==> src/rtl/stoc_pkg.sv <==
// Package for the sine table oscillator: opcodes, field widths, CORDIC angles,
// controller states and the command/status structs. No dependencies.
package stoc_pkg;

  localparam int unsigned OPC_W        = 2;
  localparam int unsigned FREQ_W       = 17;
  localparam int unsigned SR_W         = 18;
  localparam int unsigned AMP_W        = 15;
  localparam int unsigned SMP_W        = 16;
  localparam int unsigned CFG_IDX_W    = 2;
  localparam int unsigned CFG_DATA_W   = 18;
  localparam int unsigned DIV_W        = 18;
  localparam int unsigned DIV_CNT_W    = 5;
  localparam int unsigned PH_W         = 16;
  localparam int unsigned CORDIC_STEPS = 16;
  localparam int unsigned CORDIC_CNT_W = 4;
  localparam int unsigned XY_W         = 34;
  localparam int unsigned Z_W          = 32;
  localparam int unsigned PROD_W       = XY_W + AMP_W + 1;

  typedef enum logic [OPC_W-1:0] {
    OP_TICK    = 2'd0,
    OP_RETUNE  = 2'd1,
    OP_RESTART = 2'd2,
    OP_NONE    = 2'd3
  } opcode_e;

  localparam logic [CFG_IDX_W-1:0] CFG_SAMPLE_RATE = 2'd0;
  localparam logic [CFG_IDX_W-1:0] CFG_AMPLITUDE   = 2'd1;

  localparam logic [SR_W-1:0]  SR_RESET  = 18'd48000;
  localparam logic [AMP_W-1:0] AMP_RESET = 15'd16384;

  localparam logic signed [XY_W-1:0] CORDIC_X0 = 34'sd652032865;
  localparam logic [DIV_W-1:0]       RECIP_NUM = 18'd65536;

  function automatic logic signed [Z_W-1:0] step_angle(input logic [CORDIC_CNT_W-1:0] k);
    logic signed [Z_W-1:0] a;
    unique case (k)
      4'd0:  a = 32'sd134217728;
      4'd1:  a = 32'sd79233351;
      4'd2:  a = 32'sd41864727;
      4'd3:  a = 32'sd21251189;
      4'd4:  a = 32'sd10666832;
      4'd5:  a = 32'sd5338616;
      4'd6:  a = 32'sd2669960;
      4'd7:  a = 32'sd1335061;
      4'd8:  a = 32'sd667541;
      4'd9:  a = 32'sd333772;
      4'd10: a = 32'sd166886;
      4'd11: a = 32'sd83443;
      4'd12: a = 32'sd41722;
      4'd13: a = 32'sd20861;
      4'd14: a = 32'sd10430;
      4'd15: a = 32'sd5215;
    endcase
    return a;
  endfunction

  typedef enum logic [9:0] {
    S_IDLE    = 10'b0000000001,
    S_PREP    = 10'b0000000010,
    S_DIV_P   = 10'b0000000100,
    S_DIV_R   = 10'b0000001000,
    S_LOAD    = 10'b0000010000,
    S_CORDIC  = 10'b0000100000,
    S_MUL     = 10'b0001000000,
    S_WR      = 10'b0010000000,
    S_SCAN_RD = 10'b0100000000,
    S_SCAN_EV = 10'b1000000000
  } state_e;

  typedef struct packed {
    logic tick;
    logic freq_load;
    logic cap_rd;
    logic cap_latch;
    logic div_p_start;
    logic period_load;
    logic div_r_start;
    logic fill_init;
    logic cordic_load;
    logic cordic_step;
    logic mul;
    logic wr_entry;
    logic scan_rd;
    logic scan_eval;
  } cmd_t;

  typedef struct packed {
    logic tick_ok;
    logic has_table;
    logic div_done;
    logic cordic_last;
    logic fill_last;
  } sts_t;

endpackage

==> src/rtl/stoc_ctrl.sv <==
// Controller: accepts items and sequences divide, fill, CORDIC and scan steps.
// Depends on stoc_pkg.
module stoc_ctrl (
  input  logic                        clk_i,
  input  logic                        rst_ni,
  input  logic                        in_valid_i,
  input  logic [stoc_pkg::OPC_W-1:0]  opcode_i,
  output logic                        in_ready_o,
  input  stoc_pkg::sts_t              sts_i,
  output stoc_pkg::cmd_t              cmd_o
);
  import stoc_pkg::*;

  state_e state_q, state_d;
  logic   scan_q, scan_d;
  logic   acc;

  assign acc = in_valid_i && in_ready_o;

  always_comb begin
    state_d    = state_q;
    scan_d     = scan_q;
    cmd_o      = '0;
    in_ready_o = 1'b0;
    unique case (state_q)
      S_IDLE: begin
        in_ready_o = sts_i.tick_ok;
        if (acc) begin
          cmd_o.freq_load = 1'b1;
          unique case (opcode_e'(opcode_i))
            OP_TICK: cmd_o.tick = 1'b1;
            OP_RETUNE: begin
              cmd_o.cap_rd = sts_i.has_table;
              scan_d       = sts_i.has_table;
              state_d      = S_PREP;
            end
            OP_RESTART: begin
              scan_d  = 1'b0;
              state_d = S_PREP;
            end
            OP_NONE: ;
          endcase
        end
      end
      S_PREP: begin
        cmd_o.cap_latch   = 1'b1;
        cmd_o.div_p_start = 1'b1;
        state_d           = S_DIV_P;
      end
      S_DIV_P: begin
        if (sts_i.div_done) begin
          cmd_o.period_load = 1'b1;
          cmd_o.div_r_start = 1'b1;
          state_d           = S_DIV_R;
        end
      end
      S_DIV_R: begin
        if (sts_i.div_done) begin
          cmd_o.fill_init = 1'b1;
          state_d         = S_LOAD;
        end
      end
      S_LOAD: begin
        cmd_o.cordic_load = 1'b1;
        state_d           = S_CORDIC;
      end
      S_CORDIC: begin
        cmd_o.cordic_step = 1'b1;
        if (sts_i.cordic_last) begin
          state_d = S_MUL;
        end
      end
      S_MUL: begin
        cmd_o.mul = 1'b1;
        state_d   = S_WR;
      end
      S_WR: begin
        cmd_o.wr_entry = 1'b1;
        if (sts_i.fill_last) begin
          state_d = scan_q ? S_SCAN_RD : S_IDLE;
        end else begin
          state_d = S_LOAD;
        end
      end
      S_SCAN_RD: begin
        cmd_o.scan_rd = 1'b1;
        state_d       = S_SCAN_EV;
      end
      S_SCAN_EV: begin
        cmd_o.scan_eval = 1'b1;
        if (sts_i.fill_last) begin
          scan_d  = 1'b0;
          state_d = S_IDLE;
        end else begin
          state_d = S_SCAN_RD;
        end
      end
      default: state_d = S_IDLE;
    endcase
  end

  always_ff @(posedge clk_i or negedge rst_ni) begin
    if (!rst_ni) begin
      state_q <= S_IDLE;
      scan_q  <= 1'b0;
    end else begin
      state_q <= state_d;
      scan_q  <= scan_d;
    end
  end
endmodule

==> config.mk <==
export PLATFORM = sky130hd
export DESIGN_NAME = stoc_ctrl
export DESIGN_NICKNAME = d
export VERILOG_FILES = /design/src/rtl/stoc_pkg.sv /design/src/rtl/stoc_ctrl.sv
export SDC_FILE = /design/constraint.sdc
export NUM_CORES = 1
export LEC_CHECK = 0
export BUFFER_PORTS_ARGS = -buffer_cell sky130_fd_sc_hd__buf_2
export CAP_MARGIN = 10
export CORE_MARGIN = 5
export CORE_UTILIZATION = 30
export DETAILED_ROUTE_END_ITERATION = 12
export GPL_TIMING_DRIVEN = 1
export PLACE_DENSITY_LB_ADDON = 0.3
export SLEW_MARGIN = 20
export SYNTH_ARGS = -nofsm -noshare
export SYNTH_HDL_FRONTEND = slang
export SYNTH_SLANG_ARGS = --single-unit
export TNS_END_PERCENT = 10
==> constraint.sdc <==
create_clock -name clk_i -period 2.5 [get_ports clk_i]
set_input_delay 0.375 -clock clk_i [delete_from_list [all_inputs] [get_ports clk_i]]
set_output_delay 0.375 -clock clk_i [all_outputs]
set_load 0.02 [all_outputs]
==> flow_metrics.env <==
export IMPL_status="completed"
export IMPL_area_growth_pct=19.9
export IMPL_critPathMaxFanout=9
export IMPL_drive_above_1_share_pct=36.9
export IMPL_chipHeight_um=63.3
export IMPL_wl_per_cell_um=14.7
export IMPL_setup_viol=0
export IMPL_synth_flop_cell="dfrtp_1"
export IMPL_die_area_mm2=0.00400
export IMPL_worstSetupPathType="register to output pin"
export IMPL_postCtsSetupBuffers=0
export IMPL_period_minus_slack_ns=2.34
export IMPL_cts_root_buf="clkbuf_4"
export IMPL_final_cell_mix="buf_2 (24), dfrtp_1 (10), nor2_1 (7)"
export IMPL_slew_violations=0
export IMPL_worstMarginPinSlew_ns=0.559
export IMPL_cts_hold_fix_buffers=1
export IMPL_clock_latency_ns=0.28
export IMPL_rows=19
export IMPL_synthCells=85
export IMPL_synth_nets=98
export IMPL_layout_cells_non_filler=142
export IMPL_dp_hpwl_um=1680
export IMPL_clockBufferDepth=2
export IMPL_peakVddDrop_uv=278
export IMPL_ys_warn_count=0
export IMPL_grt_pass1_vias=762
export IMPL_core_mm2=0.00273
export IMPL_cp_slowest_cell="nor4_4"
export IMPL_pwr_share_clk_pct=20.4
export IMPL_cts_tree="done"
export IMPL_cp_required_ns=2.12
export IMPL_io_pins=25
export IMPL_swShare_pct=39.2
export IMPL_seq_area_frac_synth_pct=32.5
export IMPL_cts_clk_slew_worst_paths_ns=0.08
export IMPL_synth_async_reset_ratio_pct=100
export IMPL_fill_cells=282
export IMPL_io_buffers=24
export IMPL_fin_worst_skew_ns=0.00732
export IMPL_seq_area_um2=277
export IMPL_hold_class="primary input to register"
export IMPL_grt_max_degree=12
export IMPL_multi_input_area_um2=518
export IMPL_drv_cap=0
export IMPL_vias=773
export IMPL_p_int_mw=0.383
export IMPL_worstSetupEndpointType="output pin"
export IMPL_fin_nets=125
export IMPL_finish_utilization_pct=37.3
export IMPL_drc=0
export IMPL_syn_avg_cell_area_um2=10.0
export IMPL_rsz0062_at_grt="no"
export IMPL_path_common_cell="and3_1"
export IMPL_hold_violations=0
export IMPL_p_comb_share_pct=42.4
export IMPL_cts_buffers=3
export IMPL_crit_buf_inv=1
export IMPL_overflow=0
export IMPL_crit_arrival_ns=1.97
export IMPL_critical_path_cell_chain="nor4_4, and3_2, and3_1, and3_1, buf_2"
export IMPL_htreeDepth=1
export IMPL_first_iter_violations=48
export IMPL_net_switching_power_mw=0.246
export IMPL_wirelength_um=2080
export IMPL_gr_usage_all_layers_pct=11.3
export IMPL_max_stage_delay_ns=0.47
export IMPL_final_common_cell="buf_2"
export IMPL_cp_top_family="simple AND/OR/NAND/NOR gates"
export IMPL_synth_edff_count=0
export IMPL_diodes=0
export IMPL_post_drt_via_cell_ratio=5.44
export IMPL_antenna_found_initial=0
export IMPL_cts_resized=0
export IMPL_numClockSinks=11
export IMPL_p_leak_nw=0.568
export IMPL_netlist_area_um2=851
export IMPL_ys_seq_elements=11
export IMPL_initial_core_util_pct=31.1
export IMPL_critPathLaunchType="register"
export IMPL_seq_power_share_pct=37.1
export IMPL_dp_cells=137
export IMPL_period_share_pct=93.8
export IMPL_slew_headroom_pct=62.4
export IMPL_first_pass_iters=4
export IMPL_timing_fmax_ghz=0.426
export IMPL_fin_setup_tns_ns=0
export IMPL_grt_first_pass_wirelength_um=3520
export IMPL_p_per_area_mw_per_mm2=617
export IMPL_gp_congestion=0.812
export IMPL_synth_distinct_cells=39
export IMPL_chipWidth_um=63.3
export IMPL_ant_nets=0
## cells in the mapped netlist (2+ instances only)
cell type / instances / area share (%)
and2_1: 2 / 1.5
and3_1: 6 / 4.4
and3_2: 2 / 1.8
and4b_2: 2 / 2.6
buf_4: 3 / 2.6
dfrtp_1: 10 / 29
ha_1: 3 / 4.4
inv_1: 6 / 2.6
nand2_1: 3 / 1.3
nand3_1: 3 / 1.8
nand4_1: 2 / 1.5
nor2_1: 7 / 3.1
nor2b_1: 4 / 2.9
nor4_4: 2 / 5.0
nor4b_1: 2 / 2.1
o21ai_0: 4 / 2.4
xor2_1: 2 / 2.1
## power groups by stage
stage | Clock (mW) | Combinational, mW | Sequential [mW]
floorplan | 0 | 0.195 | 0.229
global placement | 0 | 0.259 | 0.236
detailed placement | 0 | 0.268 | 0.237
CTS | 0.133 | 0.270 | 0.234
global route | 0.140 | 0.298 | 0.239
finish | 0.129 | 0.267 | 0.234
## metrics by stage
step | cell area, um^2 | total power [mW] | worst slack [ns] | hold WS, ns
6_report | 1020 | 0.629 | 0.155 | 0.311
5_1_grt | 1020 | 0.676 | 0.0254 | 0.318
4_1_cts | 1020 | 0.637 | 0.146 | 0.309
3_5_place_dp | 983 | 0.505 | 0.482 | 0.265
3_3_place_gp | 983 | 0.495 | 0.525 | 0.264
2_1_floorplan | 851 | 0.424 | 0.399 | 0.0794
## final timing paths
check	slack [ns]	endpoint	depth (start not counted)	start
hold / removal	0.31	state_q[5]	2	sts_i[1]
max in group asynchronous	1.74	state_q[0]	2	rst_ni
min in group asynchronous	0.49	state_q[6]	2	rst_ni
setup reg to reg	0.58	state_q[3]	4	state_q[4]
setup / recovery	0.16	cmd_o[11]	5	state_q[4]
hold reg to reg	0.59	state_q[8]	2	scan_q
## flip-flops by register name, summed over array words and instances (netlist names)
signal,flops
state_q,10
scan_q,1
## layer usage
layer / wire length (um) / global-route usage, % / vias to the layer above
met1: 876 / 13.0 / 370
li1: - / - / 368
met5: 0 / 0 / -
met3: 122 / 2.84 / 5
met4: 72 / 7.79 / 0
met2: 1010 / 18.1 / 30
## logic make-up after synthesis
family / synth area share [%]
muxes: 2.94
and+or+nand+nor: 38.8
AOI/OAI and AO/OA: 12.6
DFF: 32.5
adders and majority gates: 4.41
xor gates and xnor gates: 2.06
buffers and inverters: 6.62
## layout make-up
| class | count | share of cell area (%) |
|---|---|---|
| repair buffers | 26 | 13.5 |
| clock buffers | 4 | 2.58 |
| flip-flops and latches | 11 | 27.1 |
| multi-input cells | 64 | 50.8 |
| well taps | 31 | 3.80 |
| inverters | 6 | 2.21 |
(Power assumes the default switching activity.)
